## src/rtl/cnv_pkg.sv

```systemverilog
package cnv_pkg;

    // Image geometry
    localparam int MAX_WIDTH   = 1024;
    localparam int MAX_HEIGHT  = 4096;
    localparam int MIN_SIZE    = 3;
    localparam int ADDR_W      = $clog2(MAX_WIDTH);
    localparam int COL_W       = 10;
    localparam int ROW_W       = 12;
    localparam int WIDTH_W     = 11;
    localparam int HEIGHT_W    = 13;

    // Pixel and filter arithmetic
    localparam int PIXEL_W     = 8;
    localparam int PIXEL_MAX   = 255;
    localparam int TAPS        = 9;
    localparam int ROWS        = 3;
    localparam int PROD_W      = 17;
    localparam int ROWSUM_W    = 19;
    localparam int TOTAL_W     = 21;

    // Configuration port
    localparam int COEF_W      = 24;
    localparam int CFG_INDEX_W = 3;
    localparam int CFG_DATA_W  = 24;
    localparam int RESET_WIDTH  = 640;
    localparam int RESET_HEIGHT = 480;

    // Queue between front and back
    localparam int QUEUE_DEPTH = 4;
    localparam int QPTR_W      = $clog2(QUEUE_DEPTH);
    localparam int QCNT_W      = $clog2(QUEUE_DEPTH + 1);

    typedef enum logic [CFG_INDEX_W-1:0] {
        REG_IMAGE_WIDTH  = 3'd0,
        REG_IMAGE_HEIGHT = 3'd1,
        REG_COEF_TOP     = 3'd2,
        REG_COEF_MID     = 3'd3,
        REG_COEF_BOTTOM  = 3'd4
    } cfg_index_t;

    typedef logic [PIXEL_W-1:0] pixel_t;

    // Three mask rows; left coefficient in the low byte of each row
    typedef struct packed {
        logic [COEF_W-1:0] bottom;
        logic [COEF_W-1:0] mid;
        logic [COEF_W-1:0] top;
    } coef_t;

    typedef struct packed {
        logic [WIDTH_W-1:0]  width;
        logic [HEIGHT_W-1:0] height;
    } geom_t;

    // One window request; tap k is row k/3, column k%3, row-major
    typedef struct packed {
        pixel_t [TAPS-1:0]  win;
        logic [COL_W-1:0]   cx;
        logic [ROW_W-1:0]   cy;
        logic               last;
    } win_item_t;

    typedef struct packed {
        logic               push;
        win_item_t          item;
    } q_push_t;

    typedef struct packed {
        logic               empty;
        logic [QCNT_W-1:0]  count;
        win_item_t          item;
    } q_status_t;

endpackage

```

## src/rtl/cnv_back.sv

```systemverilog
module cnv_back (
    input  logic                       clk,
    input  logic                       rst_n,
    input  cnv_pkg::coef_t             coef,
    input  cnv_pkg::q_status_t         q_status,
    output logic                       pop,
    output logic                       out_valid,
    input  logic                       out_stall,
    output cnv_pkg::pixel_t            pixel_out,
    output logic [cnv_pkg::COL_W-1:0]  center_x,
    output logic [cnv_pkg::ROW_W-1:0]  center_y,
    output logic                       frame_last
);

    logic                              adv;
    logic [cnv_pkg::TAPS*8-1:0]        coef_all;

    logic                              m_valid_reg;
    logic signed [cnv_pkg::PROD_W-1:0] m_prod_reg [cnv_pkg::TAPS];
    logic signed [cnv_pkg::PROD_W-1:0] m_prod_next [cnv_pkg::TAPS];
    logic [cnv_pkg::COL_W-1:0]         m_cx_reg;
    logic [cnv_pkg::ROW_W-1:0]         m_cy_reg;
    logic                              m_last_reg;

    logic                              p_valid_reg;
    logic signed [cnv_pkg::ROWSUM_W-1:0] p_sum_reg [cnv_pkg::ROWS];
    logic signed [cnv_pkg::ROWSUM_W-1:0] p_sum_next [cnv_pkg::ROWS];
    logic [cnv_pkg::COL_W-1:0]         p_cx_reg;
    logic [cnv_pkg::ROW_W-1:0]         p_cy_reg;
    logic                              p_last_reg;

    logic signed [cnv_pkg::TOTAL_W-1:0] total;
    cnv_pkg::pixel_t                   clamped;

    logic                              o_valid_reg;
    cnv_pkg::pixel_t                   o_pixel_reg;
    logic [cnv_pkg::COL_W-1:0]         o_cx_reg;
    logic [cnv_pkg::ROW_W-1:0]         o_cy_reg;
    logic                              o_last_reg;

    // Move the whole pipeline unless a finished result is held
    always_comb
    begin
        adv      = !o_valid_reg || !out_stall;
        pop      = adv && !q_status.empty;
        coef_all = {coef.bottom, coef.mid, coef.top};
    end

    // Multiply each tap by its signed coefficient
    always_comb
    begin
        for (int k = 0; k < cnv_pkg::TAPS; k++)
        begin
            m_prod_next[k] = $signed(coef_all[8*k +: 8])
                           * $signed({1'b0, q_status.item.win[k]});
        end
    end

    // Sum each mask row
    always_comb
    begin
        for (int r = 0; r < cnv_pkg::ROWS; r++)
        begin
            p_sum_next[r] = {{2{m_prod_reg[3*r][cnv_pkg::PROD_W-1]}}, m_prod_reg[3*r]}
                + {{2{m_prod_reg[3*r+1][cnv_pkg::PROD_W-1]}}, m_prod_reg[3*r+1]}
                + {{2{m_prod_reg[3*r+2][cnv_pkg::PROD_W-1]}}, m_prod_reg[3*r+2]};
        end
    end

    // Add the rows and clamp to the pixel range
    always_comb
    begin
        total = {{2{p_sum_reg[0][cnv_pkg::ROWSUM_W-1]}}, p_sum_reg[0]}
              + {{2{p_sum_reg[1][cnv_pkg::ROWSUM_W-1]}}, p_sum_reg[1]}
              + {{2{p_sum_reg[2][cnv_pkg::ROWSUM_W-1]}}, p_sum_reg[2]};
        if (total[cnv_pkg::TOTAL_W-1])
        begin
            clamped = '0;
        end
        else if (total > cnv_pkg::TOTAL_W'(cnv_pkg::PIXEL_MAX))
        begin
            clamped = cnv_pkg::PIXEL_W'(cnv_pkg::PIXEL_MAX);
        end
        else
        begin
            clamped = total[cnv_pkg::PIXEL_W-1:0];
        end
    end

    always_ff @(posedge clk or negedge rst_n)
    begin
        if (!rst_n)
        begin
            m_valid_reg <= 1'b0;
            p_valid_reg <= 1'b0;
            o_valid_reg <= 1'b0;
        end
        else if (adv)
        begin
            m_valid_reg <= pop;
            p_valid_reg <= m_valid_reg;
            o_valid_reg <= p_valid_reg;
        end
    end

    // Advance payload through the stages
    always_ff @(posedge clk)
    begin
        if (adv)
        begin
            m_prod_reg  <= m_prod_next;
            m_cx_reg    <= q_status.item.cx;
            m_cy_reg    <= q_status.item.cy;
            m_last_reg  <= q_status.item.last;
            p_sum_reg   <= p_sum_next;
            p_cx_reg    <= m_cx_reg;
            p_cy_reg    <= m_cy_reg;
            p_last_reg  <= m_last_reg;
            o_pixel_reg <= clamped;
            o_cx_reg    <= p_cx_reg;
            o_cy_reg    <= p_cy_reg;
            o_last_reg  <= p_last_reg;
        end
    end

    assign out_valid  = o_valid_reg;
    assign pixel_out  = o_pixel_reg;
    assign center_x   = o_cx_reg;
    assign center_y   = o_cy_reg;
    assign frame_last = o_last_reg;

endmodule

```

## config.mk

```make
export PLATFORM = sky130hd
export DESIGN_NAME = cnv_back
export DESIGN_NICKNAME = d
export VERILOG_FILES = /design/src/rtl/cnv_pkg.sv /design/src/rtl/cnv_back.sv
export SDC_FILE = /design/constraint.sdc
export NUM_CORES = 2
export LEC_CHECK = 0
export ABC_AREA = 0
export BUFFER_PORTS_ARGS = -buffer_cell sky130_fd_sc_hd__buf_4
export CAP_MARGIN = 20
export CORE_UTILIZATION = 64
export DETAILED_ROUTE_END_ITERATION = 12
export PLACE_DENSITY = 0.83
export RECOVER_POWER = 25
export SYNTH_ARGS = -nofsm -noshare
export SYNTH_HDL_FRONTEND = slang
export SYNTH_SLANG_ARGS = --single-unit
```

## constraint.sdc

```tcl
create_clock -name clk -period 9.45 [get_ports clk]
set_clock_uncertainty 0.05 [all_clocks]
set_input_delay 0.4725 -clock clk [delete_from_list [all_inputs] [get_ports clk]]
set_output_delay 0.4725 -clock clk [all_outputs]
set_load 0.005 [all_outputs]
```

After elaboration in Yosys (flattened, before gate mapping)

Index checks and enable logic that the tools add are counted.
Widths: inputs -> output; s select.

Multiplexer cells: 1
$lt $le $gt $ge: 1
Reduce and logical (&&, ||, !) cells: 5
$add $sub $neg: 8
Multipliers: 9

Operators with widths:

| cell                | count |
|---|---|
| $mul 8x9->17        | 9 |
| $add 18x17->19      | 3 |
| $add 17x17->18      | 3 |
| $add 20x19->21      | 1 |
| $gt 21x9->1 const B | 1 |
| $add 19x19->20      | 1 |
| $mux 8              | 1 |
| $logic_not 1->1     | 3 |
| $logic_and 1x1->1   | 1 |
| $logic_or 1x1->1    | 1 |

Register bits: 290
Word-level logic and storage cells: 49
Output and inout bits: 33
Input bits: 174

Logic depth before layout (Yosys ltp)

Depth after elaboration: 4
Gate-level depth with buffers: 20

Worst setup path after synthesis

OpenSTA, ideal clock, no wires.

Path type: input to register
Start point: input out_stall
End point: register p_valid_reg
Arrival time: 7.479 ns
Cell stages on the path: 2
Slack: 1.823 ns
Cells stage by stage: nand2_1 > mux2_2

Cells in the longest elaborated chain, start to end: 2

RTL lines:

| item                   | RTL line        | source |
|---|---|---|
| start: declaration     | cnv_back.sv:8   | `input logic out_stall,` |
| $logic_not 1->1        | cnv_back.sv:44  | `adv = !o_valid_reg \|\| !out_stall;` |
| $logic_or 1x1->1       | cnv_back.sv:44  |  |
| end signal: assignment | cnv_back.sv:101 | `p_valid_reg <= m_valid_reg;` |
| end: declaration       | cnv_back.sv:25  | `logic p_valid_reg;` |

Every way passes these cells.
A chain may end at the register's enable or synchronous reset.

==> impl_results.html <==
<table>
<tr><th>Metric</th><th>Value</th></tr>
<tr><th colspan="2">Status</th></tr>
<tr><td>Failing checks</td><td>max-capacitance violations, max-slew violations</td></tr>
<tr><td>Run status</td><td>finished with violations</td></tr>
<tr><th colspan="2">Clock tree</th></tr>
<tr><td>CTS tree</td><td>built</td></tr>
<tr><td>Clock-pin slew on the worst setup and hold paths</td><td>60 ps</td></tr>
<tr><td>CTS Sinks</td><td>290</td></tr>
<tr><td>Maximum clock insertion buffer count</td><td>3</td></tr>
<tr><td>H-tree lvl count</td><td>1</td></tr>
<tr><td>Root buf cell</td><td>sky130_fd_sc_hd__clkbuf_16</td></tr>
<tr><td>Cts bufs inserted</td><td>31</td></tr>
<tr><td>Clock latency on the worst-skew pair</td><td>570 ps</td></tr>
<tr><th colspan="2">Finish</th></tr>
<tr><td>Proportion of layout cells with a drive suffix above 1</td><td>7.86%</td></tr>
<tr><td>Flip-flop count of the largest register, all copies and words added</td><td>153</td></tr>
<tr><td>Sequential cell area</td><td>~8700 sq um</td></tr>
<tr><td>Design Area, Final</td><td>36200 sq um</td></tr>
<tr><td>Area used by multi-input combinational logic</td><td>21800 sq um</td></tr>
<tr><td>Count of antenna diodes in the layout</td><td>0</td></tr>
<tr><td>Filler cell count in the final layout</td><td>around 3500</td></tr>
<tr><td>Post-Route Utilization</td><td>72.0%</td></tr>
<tr><td>Layout Area Growth over Synthesis</td><td>10.6%</td></tr>
<tr><td>Net count of the finished layout</td><td>4397</td></tr>
<tr><th colspan="2">Worst setup path</th></tr>
<tr><td>Peak fanout along the critical path</td><td>8</td></tr>
<tr><td>WP data arrival</td><td>roughly 4900 ps</td></tr>
<tr><td>Worst path required time</td><td>9730 ps</td></tr>
<tr><td>Kind of critical path</td><td>input port to register</td></tr>
<tr><td>Nature of the critical path startpoint</td><td>input port</td></tr>
<tr><td>Setup crit end kind</td><td>register</td></tr>
<tr><th colspan="2">Detailed routing</th></tr>
<tr><td>Via total after detailed routing</td><td>22536</td></tr>
<tr><td>Vias per cell</td><td>5.56</td></tr>
<tr><td>Drt total wl</td><td>67400 um</td></tr>
<tr><td>Number of routed nets with antenna violations</td><td>0</td></tr>
<tr><td>Remaining DRCs</td><td>0</td></tr>
<tr><td>Avg WL per Cell</td><td>16.6 um</td></tr>
<tr><td>Initial DRT Pass Iterations</td><td>5</td></tr>
<tr><td>Starting DRT DRC Count</td><td>1198</td></tr>
<tr><th colspan="2">Yosys</th></tr>
<tr><td>Share of synthesized flip-flops with an asynchronous set or reset</td><td>1.03%</td></tr>
<tr><td>Number of distinct library cells after synthesis</td><td>64</td></tr>
<tr><td>Sequential share of the synthesized area</td><td>26.5%</td></tr>
<tr><td>Syn. warnings</td><td>0</td></tr>
<tr><td>Dominant synthesized flop cell</td><td>sky130_fd_sc_hd__edfxtp_1</td></tr>
<tr><td>Netlist Area Pre-Place</td><td>approximately 33000 sq um</td></tr>
<tr><td>Post-synthesis cell count</td><td>between 3000 and 4000</td></tr>
<tr><td>Share of the synthesized area in the top cell type</td><td>between 20% and 30%</td></tr>
<tr><td>Post-synthesis area per instance</td><td>10.5 sq um</td></tr>
<tr><td>Number of nets in the synthesized netlist</td><td>4157</td></tr>
<tr><td>Most area-hungry cell type in the Yosys netlist</td><td>sky130_fd_sc_hd__edfxtp_1</td></tr>
<tr><td>Number of enable flip-flop cells after synthesis</td><td>287</td></tr>
<tr><td>Synth Register Bits</td><td>290</td></tr>
<tr><td>Synth area leaders</td><td>sky130_fd_sc_hd__edfxtp_1 (26%), sky130_fd_sc_hd__fa_1 (25%), sky130_fd_sc_hd__ha_1 (17%)</td></tr>
<tr><th colspan="2">Floorplan</th></tr>
<tr><td>Initial Utilization</td><td>roughly two thirds</td></tr>
<tr><td>Core area</td><td>50300 sq um</td></tr>
<tr><td>Die area</td><td>52100 sq um</td></tr>
<tr><td>Standard-cell row count</td><td>82</td></tr>
<tr><td>Number of I/O pins</td><td>207</td></tr>
<tr><td>Die Ht</td><td>approximately 230 um</td></tr>
<tr><td>Die X-Extent</td><td>228 um</td></tr>
<tr><th colspan="2">Global routing</th></tr>
<tr><td>Antenna violations before repair</td><td>0</td></tr>
<tr><td>First-pass GRT wire length</td><td>about 120000 um</td></tr>
<tr><td>GRT overflow</td><td>0</td></tr>
<tr><td>Vias in the first global route</td><td>24288</td></tr>
<tr><td>Pin count of the biggest net entering global routing</td><td>83</td></tr>
<tr><td>All-layer global routing usage</td><td>between 20 and 30%</td></tr>
<tr><th colspan="2">STA</th></tr>
<tr><td>Setup Total Neg Slack</td><td>0 ps</td></tr>
<tr><td>Post-layout worst setup margin</td><td>4860 ps</td></tr>
<tr><td>Setup repair after global routing missed its margin</td><td>false</td></tr>
<tr><td>Worst relative slew slack</td><td>-98.0%</td></tr>
<tr><td>Period utilisation layout</td><td>48.6%</td></tr>
<tr><td>Measured slew at the worst slew-check pin</td><td>2970 ps</td></tr>
<tr><td>Final critical path time including I/O delays and setup</td><td>around 4600 ps</td></tr>
<tr><td>F_max</td><td>about 220 MHz</td></tr>
<tr><td>Number of hold violations in the final report</td><td>0</td></tr>
<tr><td>Count of final setup violators</td><td>0</td></tr>
<tr><td>Slew Limit Fails</td><td>71</td></tr>
<tr><th colspan="2">Place</th></tr>
<tr><td>Minimum setup slack after placement</td><td>4350 ps</td></tr>
<tr><td>Placed Instance Area</td><td>roughly 35000 sq um</td></tr>
<tr><td>Number of port buffers</td><td>203</td></tr>
<tr><td>Routability cong.</td><td>roughly 0.9</td></tr>
<tr><td>Total half-perimeter wirelength after legalization and detailed placement</td><td>approximately 55000 um</td></tr>
<tr><th colspan="2">Power and ir drop</th></tr>
<tr><td>Power consumption</td><td>12.6 mW</td></tr>
<tr><td>Maximum vdd ir drop</td><td>0.000291 V</td></tr>
<tr><td>Total leakage power</td><td>around 18 nW</td></tr>
<tr><td>Power density of the placed cells</td><td>roughly 350 nW/um^2</td></tr>
<tr><th colspan="2">Job</th></tr>
<tr><td>Number of violations of the max-capacitance limit</td><td>1</td></tr>
<tr><th colspan="2">Worst hold path</th></tr>
<tr><td>Worst min path class</td><td>input port to register</td></tr>
</table>
==> per-layer routing <==
layer	GRT usage (%)	vias to the layer above	share of wire [%]
met5	0	-	0
met4	6.29	0	2.1
met3	2.24	114	4.4
met2	48.4	643	51
met1	36.1	11176	42
li1	-	10603	-
==> cell type report <==
class / count / area share [%]
Inverter: 603 / 6.25
Multi-Input combinational cell: 2226 / 60.2
Timing Repair Buffer: 207 / 4.15
Tap cell: 672 / 2.32
Sequential cell: 290 / 24.0
Clock buffer: 36 / 2.19
Clock inverter: 22 / 0.898
==> cell families after synthesis <==
kind of cell	after synthesis	share of synthesized area [%]
XOR/XNOR	147	3.93
multiplexers	2	0.0688
flip-flops	290	26.5
AND/OR/NAND/NOR	916	14.3
AO/OA/AOI/OAI	297	5.88
adder cells (fa/ha/maj)	864	42.3
buffers and inverters	603	6.91
==> path summary, 6_finish.rpt <==
kind,start,end,slack (ps),cells after the start
hold / removal,q_status[17],m_cx_reg[4],60,1
setup reg to reg,out_valid,m_prod_reg[98],5400,2
max in group asynchronous,rst_n,p_valid_reg,9010,2
setup / recovery,q_status[82],m_prod_reg[33],4860,17
min in group asynchronous,rst_n,m_valid_reg,190,2
hold reg to reg,m_cy_reg[5],p_cy_reg[5],360,0
==> placed cells by master, fill, tap and decap left out, drive strengths merged, types with 24 or more instances in the layout <==
master  synthesis  routed
nor3           44      44
edfxtp        287     287
buf             0     148
ha            457     457
nand2b         56      56
inv           603     606
nor2b          37      37
clkbuf          0      94
xnor2         124     124
o21ai          57      57
a21o           24      24
a21oi         100     100
nand2         280     280
nor2          117     117
and2          295     295
nand3          29      29
fa            407     407
==> metrics by stage <==
stage | cells | hold WS [ps]
3_5_place_dp | 3997 | 214
4_1_cts | 4056 | 20.5
2_1_floorplan | 3119 | 127
3_3_place_gp | 3997 | 210
6_report | 4056 | 61.1
5_1_grt | 4056 | 41.5
==> what timing repair did <==
| item | CTS | global route |
|---|---|---|
| hold buffers | 1 | 0 |
| hold endpoints to repair | 3 | 0 |
| setup buffers | 0 | 0 |
| endpoints found under the setup margin | 0 | 0 |
| gates resized for setup | 0 | 0 |
==> cells in the mapped netlist (43+ instances only) <==
| master | number |
|---|---|
| sky130_fd_sc_hd__a21oi_1 | 99 |
| sky130_fd_sc_hd__and2_1 | 295 |
| sky130_fd_sc_hd__edfxtp_1 | 287 |
| sky130_fd_sc_hd__fa_1 | 407 |
| sky130_fd_sc_hd__ha_1 | 457 |
| sky130_fd_sc_hd__inv_1 | 603 |
| sky130_fd_sc_hd__nand2_1 | 280 |
| sky130_fd_sc_hd__nand2b_1 | 56 |
| sky130_fd_sc_hd__nor2_1 | 117 |
| sky130_fd_sc_hd__nor3_1 | 43 |
| sky130_fd_sc_hd__o21ai_0 | 50 |
| sky130_fd_sc_hd__xnor2_1 | 124 |
==> where the power goes <==
part	internal [mW]	total [mW]	leakage, nW	switching, mW
registers	2.52	2.85	2.94	0.332
logic	3.68	8.42	14.0	4.74
clock network	0.822	1.33	0.545	0.507
==> worst max-delay path, cell delays in order <==
cell,delay (ps)
sky130_fd_sc_hd__buf_4,150
sky130_fd_sc_hd__and2_1,180
sky130_fd_sc_hd__fa_1,410
sky130_fd_sc_hd__inv_1,70
sky130_fd_sc_hd__fa_1,440
sky130_fd_sc_hd__fa_1,540
sky130_fd_sc_hd__fa_1,510
sky130_fd_sc_hd__inv_1,50
sky130_fd_sc_hd__ha_1,310
sky130_fd_sc_hd__nor2b_1,150
sky130_fd_sc_hd__o21ai_0,200
sky130_fd_sc_hd__a21boi_0,150
sky130_fd_sc_hd__o21ai_0,270
sky130_fd_sc_hd__a21oi_1,150
sky130_fd_sc_hd__a41oi_1,340
sky130_fd_sc_hd__a21oi_1,140
sky130_fd_sc_hd__xnor2_1,340
(Power assumes the default switching activity.)
