==> src/rtl/cnv_pkg.sv <==
package cnv_pkg;

    // Image geometry
    localparam int MAX_WIDTH   = 1024;
    localparam int MAX_HEIGHT  = 4096;
    localparam int MIN_SIZE    = 3;
    localparam int ADDR_W      = $clog2(MAX_WIDTH);
    localparam int COL_W       = 10;
    localparam int ROW_W       = 12;
    localparam int WIDTH_W     = 11;
    localparam int HEIGHT_W    = 13;

    // Pixel and filter arithmetic
    localparam int PIXEL_W     = 8;
    localparam int PIXEL_MAX   = 255;
    localparam int TAPS        = 9;
    localparam int ROWS        = 3;
    localparam int PROD_W      = 17;
    localparam int ROWSUM_W    = 19;
    localparam int TOTAL_W     = 21;

    // Configuration port
    localparam int COEF_W      = 24;
    localparam int CFG_INDEX_W = 3;
    localparam int CFG_DATA_W  = 24;
    localparam int RESET_WIDTH  = 640;
    localparam int RESET_HEIGHT = 480;

    // Queue between front and back
    localparam int QUEUE_DEPTH = 4;
    localparam int QPTR_W      = $clog2(QUEUE_DEPTH);
    localparam int QCNT_W      = $clog2(QUEUE_DEPTH + 1);

    typedef enum logic [CFG_INDEX_W-1:0] {
        REG_IMAGE_WIDTH  = 3'd0,
        REG_IMAGE_HEIGHT = 3'd1,
        REG_COEF_TOP     = 3'd2,
        REG_COEF_MID     = 3'd3,
        REG_COEF_BOTTOM  = 3'd4
    } cfg_index_t;

    typedef logic [PIXEL_W-1:0] pixel_t;

    // Three mask rows; left coefficient in the low byte of each row
    typedef struct packed {
        logic [COEF_W-1:0] bottom;
        logic [COEF_W-1:0] mid;
        logic [COEF_W-1:0] top;
    } coef_t;

    typedef struct packed {
        logic [WIDTH_W-1:0]  width;
        logic [HEIGHT_W-1:0] height;
    } geom_t;

    // One window request; tap k is row k/3, column k%3, row-major
    typedef struct packed {
        pixel_t [TAPS-1:0]  win;
        logic [COL_W-1:0]   cx;
        logic [ROW_W-1:0]   cy;
        logic               last;
    } win_item_t;

    typedef struct packed {
        logic               push;
        win_item_t          item;
    } q_push_t;

    typedef struct packed {
        logic               empty;
        logic [QCNT_W-1:0]  count;
        win_item_t          item;
    } q_status_t;

endpackage

==> src/rtl/cnv_queue.sv <==
module cnv_queue (
    input  logic               clk,
    input  logic               rst_n,
    input  cnv_pkg::q_push_t   q_push,
    input  logic               pop,
    output cnv_pkg::q_status_t q_status
);

    cnv_pkg::win_item_t               mem_reg [cnv_pkg::QUEUE_DEPTH];
    logic [cnv_pkg::QPTR_W-1:0]       wr_ptr_reg, wr_ptr_next;
    logic [cnv_pkg::QPTR_W-1:0]       rd_ptr_reg, rd_ptr_next;
    logic [cnv_pkg::QCNT_W-1:0]       count_reg, count_next;
    logic                             do_pop;

    // Advance pointers and count
    always_comb
    begin
        do_pop      = pop && (count_reg != '0);
        wr_ptr_next = q_push.push ? wr_ptr_reg + cnv_pkg::QPTR_W'(1) : wr_ptr_reg;
        rd_ptr_next = do_pop ? rd_ptr_reg + cnv_pkg::QPTR_W'(1) : rd_ptr_reg;
        count_next  = count_reg;
        if (q_push.push && !do_pop)
        begin
            count_next = count_reg + cnv_pkg::QCNT_W'(1);
        end
        else if (!q_push.push && do_pop)
        begin
            count_next = count_reg - cnv_pkg::QCNT_W'(1);
        end
    end

    always_ff @(posedge clk or negedge rst_n)
    begin
        if (!rst_n)
        begin
            wr_ptr_reg <= '0;
            rd_ptr_reg <= '0;
            count_reg  <= '0;
        end
        else
        begin
            wr_ptr_reg <= wr_ptr_next;
            rd_ptr_reg <= rd_ptr_next;
            count_reg  <= count_next;
        end
    end

    // Store pushed request
    always_ff @(posedge clk)
    begin
        if (q_push.push)
        begin
            mem_reg[wr_ptr_reg] <= q_push.item;
        end
    end

    always_comb
    begin
        q_status.empty = (count_reg == '0);
        q_status.count = count_reg;
        q_status.item  = mem_reg[rd_ptr_reg];
    end

endmodule

==> config.mk <==
export PLATFORM = sky130hd
export DESIGN_NAME = cnv_queue
export DESIGN_NICKNAME = d
export VERILOG_FILES = /design/src/rtl/cnv_pkg.sv /design/src/rtl/cnv_queue.sv
export SDC_FILE = /design/constraint.sdc
export NUM_CORES = 1
export LEC_CHECK = 0
export ABC_CLOCK_PERIOD_IN_PS = 3900
export BUFFER_PORTS_ARGS = -buffer_cell sky130_fd_sc_hd__buf_4
export CORE_MARGIN = 2
export CORE_UTILIZATION = 57
export CTS_CLUSTER_SIZE = 40
export DETAILED_ROUTE_END_ITERATION = 10
export PLACE_DENSITY = 0.79
export SYNTH_ARGS = -nofsm -noshare
export SYNTH_HDL_FRONTEND = slang
export SYNTH_SLANG_ARGS = --single-unit
export TNS_END_PERCENT = 50
==> constraint.sdc <==
create_clock -name clk -period 3.9 [get_ports clk]
set_input_delay 1.17 -clock clk [delete_from_list [all_inputs] [get_ports clk]]
set_output_delay 1.17 -clock clk [all_outputs]
set_load 0.005 [all_outputs]
Word-level counts from Yosys, hierarchy flattened
Memory sizes are Yosys's and may differ from the RTL's. Cells that the tools add are included.

Bits in registers: 7. Bits in writable memories: 380. Output and inout bits: 99. Word-level logic and storage cells: 20. Memories: 1.

Memories: mem_reg (depth 4, bits a word 95, read ports 1, clocked after memory_dff 0, write ports 1, line cnv_queue.sv:9) `cnv_pkg::win_item_t mem_reg [cnv_pkg::QUEUE_DEPTH];`.

Add/sub/neg operators: 4. Mux-type cells: 4. Reduce and logical (&&, ||, !) cells: 8.

Operator list (number): 2-to-1 mux 3 bit (2); adder 2 x 1 -> 2 bit, second input constant (2); adder 3 x 1 -> 3 bit, second input constant (1); logical AND 1 bit (3); zero test 3 bit (1); nonzero test 3 bit (1); subtractor 3 x 1 -> 3 bit, second input constant (1); zero test 1 bit (2); 2-to-1 mux 1 bit (2); nonzero test 2 bit (1).

Logic depth before layout (Yosys ltp)
Gate-level depths: netlist of the first run.

Depth after elaboration: 5. Gate-level depth with buffers: 8.

Least setup slack after synthesis of the first run
OpenSTA, ideal clock, no wires.

Path type: in2reg. Start: in q_push[95] (netlist name). End: mem mem_reg[0][0] (netlist name) (enable). Arrival: 3.367 ns. Data required time: 3.436 ns. Slack: 0.069 ns. Stages on the path: 1. Cell sequence: and2_1.

Cells in the longest elaborated chain, start to end: 2.

RTL lines: start, declared (line cnv_queue.sv:4) `input cnv_pkg::q_push_t q_push,`; 2-to-1 mux 1 bit (line cnv_queue.sv:51) `if (q_push.push)`; 2-to-1 mux 1 bit (not written as such) (line cnv_queue.sv:53) `mem_reg[wr_ptr_reg] <= q_push.item;`; end, declared (line cnv_queue.sv:9).

Every way passes these cells.

==> impl_results.md, run 1 <==
* GR Overflow Total at 0
* RSZ-0062 raised after global routing: false
* Synth top area share at 81.0%
* Synthesis Warnings at 0
* Critical path class: reg2out
* Drt wl/cell at between 20 and 25 um
* Pwr/cell area at ~750 nW/um^2
* Drt first-iter violations at roughly 400
* CP Data Arrival Time at between 2000 and 2500 ps
* Sink Count at 387
* Slack of the worst reg-to-reg path at 1790 ps
* First drt pass iteration count at 5
* GP Congestion at 0.731
* Core area at 24300 um^2
* Delay-heaviest family, CP: flip-flops
* Antenna viol nets, final at 0
* Setup bufs post-CTS at 0
* CTS tree: built
* Worst endpoint required time at about 2700 ps
* Leakage at roughly 5.9 nW
* Area leader, netlist: edfxtp_1
* Syn nets at 636
* Final setup viols at 0
* Largest register FFs at 380
* Count of input and output buffers at 197
* Crit-path cells: buf_4 > mux4_2 > buf_4
* Final HPWL from detailed placement at 15700 um
* Clk Latency, worst-skew pair at 510 ps
* Io pins at roughly 200
* Reg-to-reg startpoint: count_reg[0]$_DFFE_PN0P_
* Max-cap viol count at 0
* Maximum number of pins on one net before global-route repair at between 60 and 70
* Tmin final at around 3400 ps
* Rows at between 50 and 60
* Slew @ Worst Pin at about 570 ps
* Final Slew Violations at 0
* Distinct cells, synth at 21
* Share of layout cells above drive strength 1 at 46.5%
* Status: finished, final reports clean
* Synth area leaders: edfxtp_1 81%, mux4_2 15%, dfrtp_1 1.2%, ha_1 0.44%, buf_2 0.43%
* Crit path top cell by count: buf_4
* Synthesized area per cell at 26.5 um^2
* Fraction of the cycle the final worst path needs at 86.3%
* R2r worst-path depth at 8
* Initial core utilization at 58.0%
* Worst path slowest cell: dfrtp_4
* Gate count of the mapped netlist at 531
* Layout area overhead at 21.9%
* Diode count at 0
* Setup Skew at roughly 11 ps
* Fmax achieved at between 200 and 300 MHz
* Most common cell after layout, fill and taps aside: edfxtp_1
* Netlist Area Pre-Place at 14100 um^2
* Final hold vios at 0
* Vias in the first global route at 6752
* Global-route wire length before repair at 39000 um
* H-tree Lvls at 2
* Total GRT Usage at 20.0%
* DRC at 0
* Routed Wire Length at 25400 um
* Layout Nets at 863
* Die H at 161 um
* Num CTS Buffers at 37
* Fin Setup TNS at 0 ps
* Synth Register Bits at 387
* Max Root-Sink Buffers at 3
* Crit end category: primary output
* Post-CTS sizing at 0
* Register area share after synthesis at 82.2%
* Worst flop-to-flop path endpoint: count_reg[2]$_DFFE_PN0P_
* Most frequent cells in the layout: 380 x edfxtp_1, 203 x buf_4, 95 x mux4_2
* Clk root buf: clkbuf_16
* Initial antenna violation count at 0
* Drt via density at 5.63
* WHS at 476 ps
* Max incr delay on CP at approximately 700 ps
* WP buf/inv at 2
* Via count at between 6000 and 7000
* CTS clk-pin slew, worst paths at roughly 60 ps
* Die area at 26000 um^2
* Die W at 161 um
* Worst hold path class: in2async
* VDD IR-drop max at 0.639 mV
* Max_slew headroom at 62.1%
* Max FO, Critical Path at 24
* CTS Hold Bufs at 0
* Startpoint types: flip-flop
metal layers:
layer / vias to the layer above / global-route usage, % / share of wire [%]
met1: 3216 / 26.7 / 40
met4: 0 / 4.10 / 1.2
li1: 2731 / - / -
met5: - / 0 / 0
met2: 239 / 33.2 / 50
met3: 28 / 6.32 / 8.7
where the power goes:
group	switching [W]	total [W]	internal [W]	leakage (nW)
Sequential	0.000247	0.00569	0.00544	3.57
Clock	0.00138	0.00338	0.00201	0.565
Combinational	0.00170	0.00373	0.00204	1.77
cell type report:
cell class                 count  area [um^2]
inverter                       4         15.0
sequential                   387        11600
clock inverter                17          163
multi-input combinational    118         2350
fill                        1417         7140
tap                          324          405
timing repair buffer         210         1660
clock buffer                  43          991
stage by stage:
| stage | cell area [um^2] | total power (W) | worst slack (ps) | utilization (%) | cells |
|---|---|---|---|---|---|
| final | 17200 | 0.0128 | 536 | 70.6 | 1103 |
| after floorplan | 14100 | 0.00785 | 68.5 | - | 531 |
| after CTS | 17200 | 0.0130 | 492 | 70.6 | 1103 |
| after global placement | 16000 | 0.00945 | 1100 | 65.9 | 1043 |
| after detailed placement | 16000 | 0.00959 | 1060 | 65.9 | 1043 |
| after global routing | 17200 | 0.0134 | 452 | 70.6 | 1103 |
cell usage after synthesis:
library cell and number:
nand2_1 2, xor2_1 3, inv_1 4, buf_12 1, clkbuf_1 4, buf_8 2, buf_2 12, mux2_2 1
nor2_1 1, mux4_2 95, o21ai_0 1, and2_1 4, xnor2_1 3, buf_6 2, ha_1 5, or3_1 1
edfxtp_1 380, fa_1 1, buf_4 1, dfrtp_1 7, nand3_1 1
worst max path at each step:
stage / start / to / cells after the start
after floorplan: q_push[95] / mem_reg[0][0]$_DFFE_PP_ / 1
after global routing: rd_ptr_reg[1]$_DFFE_PN0P_ / q_status[71] / 3
final: rd_ptr_reg[1]$_DFFE_PN0P_ / q_status[0] / 3
after CTS: rd_ptr_reg[1]$_DFFE_PN0P_ / q_status[0] / 3
after detailed placement: rd_ptr_reg[1]$_DFFE_PN0P_ / q_status[87] / 3
after global placement: rd_ptr_reg[1]$_DFFE_PN0P_ / q_status[88] / 3
kinds of logic after synthesis:
| group | after synthesis | share of synthesized area (%) |
|---|---|---|
| flops | 387 | 82.2 |
| xor+xnor | 6 | 0.373 |
| fa+ha+maj | 6 | 0.586 |
| compound gates | 1 | 0.0355 |
| mux | 96 | 15.3 |
| buf+inv | 26 | 1.21 |
| simple gates | 9 | 0.337 |
(Power assumes the default switching activity.)
==> run 2: changes to the inputs <==
Settings changed: ABC_AREA set to 1, CORE_UTILIZATION 57 to 58, PLACE_DENSITY 0.79 to 0.8, SETUP_SLACK_MARGIN set to 0.05.
==> impl_results.md, run 2 <==
* Total GRT Usage at 21.1% (+1.1 points)
* Most common cell in the netlist: edfxtp_1
* Most frequent cells in the layout: 380 x edfxtp_1, 305 x nand2_1, 203 x buf_4
* Pwr/cell area at 752 nW/um^2 (+0.95%)
* Vias in the first global route at 8922 (+32%)
* Final setup viols at 0 (unchanged)
* Register area share after synthesis at 73.0% (-9.2 points)
* Drt wl/cell at 17.4 um (-25%)
* Final hold vios at 0 (unchanged)
* Io pins at 198 (unchanged)
* Worst endpoint required time at 2730 ps (about the same)
* Synth top area share at 71.9% (-9.1 points)
* Ys flop type: edfxtp_1
* Fmax achieved at 301 MHz (+1.2%)
* Post-synth ARST share at 1.81% (unchanged)
* Die H at 169 um (+5.1%)
* Tmin final at 3330 ps (-39.2 ps)
* Drt via density at 5.25 (-6.8%)
* Die area at 28700 um^2 (+10%)
* Fin Setup TNS at 0 ps (unchanged)
* GR Overflow Total at 0 (unchanged)
* Worst path slowest cell: dfrtp_1
* CTS tree: built
* Layout Nets at 1461 (+69%)
* Synth area leaders: edfxtp_1 72%, nand2_1 7.2%, o211ai_2 7.0%, o211ai_1 4.8%, inv_1 4.8%
* Die W at 169 um (+5.1%)
* Max Root-Sink Buffers at 3 (unchanged)
* Crit end category: primary output
* Post-CTS sizing at 0 (unchanged)
* Maximum number of pins on one net before global-route repair at 74 (+10%)
* Netlist Area Pre-Place at 15900 um^2 (+13%)
* Final Power at 0.0143 W (+11%)
* Antenna viol nets, final at 0 (unchanged)
* Clk root buf: clkbuf_16
* Syn nets at 1269 (+100%)
* Num CTS Buffers at 39 (+5.4%)
* Initial antenna violation count at 1 (+1)
* Slew @ Worst Pin at 818 ps (+250 ps)
* Synthesized area per cell at 13.6 um^2 (-49%)
* Leakage at 7.78 nW (+32%)
* Share of layout cells above drive strength 1 at 26.3% (-20 points)
* Most common cell after layout, fill and taps aside: edfxtp_1
* Core area at 27000 um^2 (+11%)
* Fillers at 1742 (+23%)
* Critical path class: reg2out
* Crit path top cell by count: nand2_1
* Reg-to-reg startpoint: wr_ptr_reg[0]$_DFFE_PN0P_
* Via count at 9055 (+46%)
* H-tree Lvls at 2 (unchanged)
* Setup Skew at 9.63 ps (-1.71 ps)
* CTS Hold Bufs at 0 (unchanged)
* Max_slew headroom at 45.4% (-17 points)
* Synthesis Warnings at 0 (unchanged)
* Status: finished, final reports clean
* Largest register FFs at 380 (unchanged)
* Drt first-iter violations at 662 (+62%)
* Fraction of the cycle the final worst path needs at 85.3% (-1.0 points)
* Commonest cells post-synth: 380 x edfxtp_1, 305 x nand2_1, 201 x inv_1
* DRC at 0 (unchanged)
* GP Congestion at 0.761 (+4.0%)
* RSZ-0062 raised after global routing: false
* Final HPWL from detailed placement at 17900 um (+14%)
* Clk Latency, worst-skew pair at 510 ps (about the same)
* Rows at 60 (+5.3%)
* Global-route wire length before repair at 46800 um (+20%)
* Routed Wire Length at 29900 um (+18%)
* First drt pass iteration count at 5 (unchanged)
* Gate count of the mapped netlist at 1164 (+120%)
* Crit path from: rd_ptr_reg[0]$_DFFE_PN0P_
* Count of input and output buffers at 197 (unchanged)
* Post-synth EDFFs at 380 (unchanged)
* Worst hold path class: in2async
* Max FO, Critical Path at 73 (+200%)
* Layout area overhead at 19.4%
* VDD IR-drop max at 0.496 mV (-22%)
* Sink Count at 387 (unchanged)
* Distinct cells, synth at 19 (-9.5%)
* Synth Register Bits at 387 (unchanged)
* Final Slew Violations at 0 (unchanged)
* Max incr delay on CP at 450 ps (-230 ps)
* Area leader, netlist: edfxtp_1
* CP Data Arrival Time at 2160 ps (-30 ps)
* Startpoint types: flip-flop
* CTS clk-pin slew, worst paths at 60 ps (about the same)
* Setup bufs post-CTS at 0 (unchanged)
* Crit-path cells: inv_8 > buf_12 > nand2_1 > o211ai_1 > nand2_1 > buf_4
* Max-cap viol count at 0 (unchanged)
* Initial core utilization at 58.9% (+0.95 points)
## run 2: area by class of cell
cell class	count	area [um^2]	share of cell area, %
well taps	341	427	2.25
clock inverters	22	196	1.04
flip-flops and latches	387	11600	61.1
multi-input cells	509	3150	16.6
repair buffers	215	1760	9.31
inverters	204	788	4.16
diodes	1	2.50	0.0132
clock buffers	46	1040	5.51
## run 2: path summary, 6_finish.rpt
check	end	slack (ps)	cells after the start
setup reg to reg	mem_reg[2][92]$_DFFE_PP_	2000	5
hold reg to reg	count_reg[2]$_DFFE_PN0P_	510	2
max in group asynchronous	rd_ptr_reg[1]$_DFFE_PN0P_	3280	1
setup / recovery	q_status[28]	570	6
hold / removal	wr_ptr_reg[0]$_DFFE_PN0P_	470	1
min in group clk	count_reg[2]$_DFFE_PN0P_	510	2
## run 2: report_power, final
group | internal, W | switching, W
Sequential | 0.00545 | 0.000220
Combinational | 0.00205 | 0.00295
Clock | 0.00216 | 0.00143
## run 2: cells by family after synthesis
| family | synth area share, % |
|---|---|
| flops | 73.0 |
| compound gates | 11.8 |
| xor+xnor | 0.110 |
| simple gates | 7.37 |
| fa+ha+maj | 0.520 |
| buf+inv | 7.20 |
## run 2: through the flow
step                      hold slack [ps]  std cells  utilization [%]  setup slack [ps]  instance area [um^2]
after floorplan                       483       1164                -               151                 15900
after global placement                482       1656             65.7              1150                 17700
after detailed placement              492       1656             65.7              1110                 17700
after CTS                             456       1724             70.3               561                 19000
after global routing                  454       1725             70.3               439                 19000
final                                 472       1725             70.3               575                 19000
## run 2: layer usage
metal  track usage, %  routed length (um)  share of wire, %
met2             35.8               14900                50
met5                0                   0                 0
met4             5.98                 614               2.1
met3             5.64                2190               7.3
met1             27.0               12200                41
## run 2: critical path, delay by kind of cell, from the launching register on
family / cells / cell delay, ps
AOI/OAI and AO/OA: 1 / 100
buffers and inverters: 3 / 820
DFF: 1 / 450
and+or+nand+nor: 2 / 210
==> run 3: changes to the inputs <==
Settings changed: ABC_CLOCK_PERIOD_IN_PS 3900 to 4200, CORE_UTILIZATION 58 to 60, CTS_BUF_LIST set to sky130_fd_sc_hd__clkbuf_16, PLACE_DENSITY 0.8 to 0.82.
Clock period 3.9 ns to 4.2 ns, I/O delays scaled along.
==> impl_results.md, run 3 (synthesis results as in run 2) <==
* Status: finished, final reports clean
* Drt wl/cell at 18.2 um (+4.8%)
* VDD IR-drop max at 0.401 mV (-19%)
* Clk Latency, worst-skew pair at 510 ps (about the same)
* Die area at 27800 um^2 (-3.3%)
* CP Data Arrival Time at 2490 ps (+330 ps)
* Max-cap viol count at 0 (unchanged)
* Startpoint types: flip-flop
* H-tree Lvls at 2 (unchanged)
* Via count at 9252 (+2.2%)
* Io pins at 198 (unchanged)
* Vias in the first global route at 9220 (+3.3%)
* Slack of the worst reg-to-reg path at 2230 ps (+230 ps)
* Hold Path Depth at 2
* Antenna viol nets, final at 0 (unchanged)
* Slew @ Worst Pin at 682 ps (-136 ps)
* Drt first-iter violations at 760 (+15%)
* Die H at 167 um (-1.6%)
* Pwr/cell area at 699 nW/um^2 (-7.2%)
* Largest register FFs at 380 (unchanged)
* CTS tree: built
* R2r worst-path depth at 5 (unchanged)
* Max_slew headroom at 54.5% (+9.1 points)
* Worst hold path class: reg2reg
* Max FO, Critical Path at 46 (-37%)
* Setup Skew at 6.93 ps (-2.70 ps)
* Worst flop-to-flop path endpoint: mem_reg[1][7]$_DFFE_PP_
* Tmin final at 3750 ps
* RSZ-0062 raised after global routing: false
* Fillers at 1624 (-6.8%)
* Most frequent cells in the layout: 380 x edfxtp_1, 305 x nand2_1, 207 x inv_1
* Num CTS Buffers at 40 (+2.6%)
* Worst endpoint required time at 2940 ps (+210 ps)
* Clk root buf: clkbuf_16
* Share of layout cells above drive strength 1 at 26.3% (about the same)
* Setup bufs post-CTS at 0 (unchanged)
* CTS clk-pin slew, worst paths at 60 ps (about the same)
* GP Congestion at 0.727 (-4.4%)
* Global-route wire length before repair at 48700 um (+4.0%)
* Crit end category: primary output
* Final Power at 0.0132 W (-7.4%)
* Final hold vios at 0 (unchanged)
* Hold Startpoint: count_reg[2]$_DFFE_PN0P_
* DRC at 0 (unchanged)
* WHS at 520 ps (+47.9 ps)
* Post-CTS sizing at 0 (unchanged)
* Critical path class: reg2out
* Fmax achieved at 267 MHz
* Rows at 59 (-1.7%)
* Leakage at 7.80 nW (+0.34%)
* Fraction of the cycle the final worst path needs at about 89%
* GR Overflow Total at 0 (unchanged)
* Drt via density at 5.37 (+2.2%)
* Initial core utilization at 61.1% (+2.2 points)
* Final setup viols at 0 (unchanged)
* Fin Setup TNS at 0 ps (unchanged)
* Max Root-Sink Buffers at 3 (unchanged)
* Reg-to-reg startpoint: wr_ptr_reg[1]$_DFFE_PN0P_
* Maximum number of pins on one net before global-route repair at 104 (+41%)
* Layout Nets at 1463 (+0.14%)
* Most common cell after layout, fill and taps aside: edfxtp_1
* First drt pass iteration count at 5 (unchanged)
* Initial antenna violation count at 1 (unchanged)
* Core area at 26000 um^2 (-3.6%)
* Total GRT Usage at 22.3% (+1.2 points)
* Die W at 167 um (-1.6%)
* Final HPWL from detailed placement at 19000 um (+6.0%)
* Final Slew Violations at 0 (unchanged)
* CTS Hold Bufs at 0 (unchanged)
* Routed Wire Length at 31300 um (+4.7%)
* Sink of the worst hold path: count_reg[2]$_DFFE_PN0P_
* Count of input and output buffers at 197 (unchanged)
* Sink Count at 387 (unchanged)
* Layout area overhead at 19.1%
[run 3: cell type report]
cell class,instances,area [um^2],share of cell area [%]
repair buffers,216,1760,9.30
clock inverters,30,183,0.966
well taps,335,419,2.22
clock buffers,41,1030,5.42
inverters,204,786,4.15
diodes,2,5.00,0.0265
multi-input cells,509,3150,16.6
flip-flops and latches,387,11600,61.3
[run 3: how the worst max path moves through the flow]
stage | end | from | slack (ps)
3_3_place_gp | q_status[33] | rd_ptr_reg[1]$_DFFE_PN0P_ | 1070
6_report | q_status[33] | rd_ptr_reg[1]$_DFFE_PN0P_ | 450
5_1_grt | q_status[87] | rd_ptr_reg[1]$_DFFE_PN0P_ | 410
2_1_floorplan | mem_reg[1][0]$_DFFE_PP_ | q_push[95] | 360
3_5_place_dp | q_status[33] | rd_ptr_reg[1]$_DFFE_PN0P_ | 1050
4_1_cts | q_status[33] | rd_ptr_reg[1]$_DFFE_PN0P_ | 500
[run 3: routing by layer]
layer,wire [um],global-route usage [%],vias up,part of all wire (%)
li1,-,-,4445,-
met1,12400,28.5,4485,40
met2,15900,38.3,269,51
met3,2420,5.82,53,7.7
met4,620,6.11,0,2.0
met5,0,0,-,0
[run 3: power by group]
| part | switching (W) | internal (W) | total, W | leakage [nW] |
|---|---|---|---|---|
| sequential | 0.000292 | 0.00505 | 0.00535 | 3.57 |
| combinational | 0.00271 | 0.00191 | 0.00462 | 3.59 |
| clock | 0.00136 | 0.00189 | 0.00324 | 0.638 |
| total | 0.00436 | 0.00886 | 0.0132 | 7.80 |
[run 3: per-stage QoR]
stage,cell area [um^2],cells,utilization (%),worst slack (ps)
CTS,18900,1722,72.8,500
global route,18900,1723,72.8,411
finish,18900,1724,72.8,454
detailed placement,17700,1651,68.1,1050
floorplan,15900,1164,-,361
global placement,17700,1651,68.1,1070
[run 3: worst max-delay path: stages, from the launching register on]
cell and delay (ps):
dfrtp_4 730, inv_4 440, buf_12 320, o211ai_2 140, nand2_1 130, buf_4 130
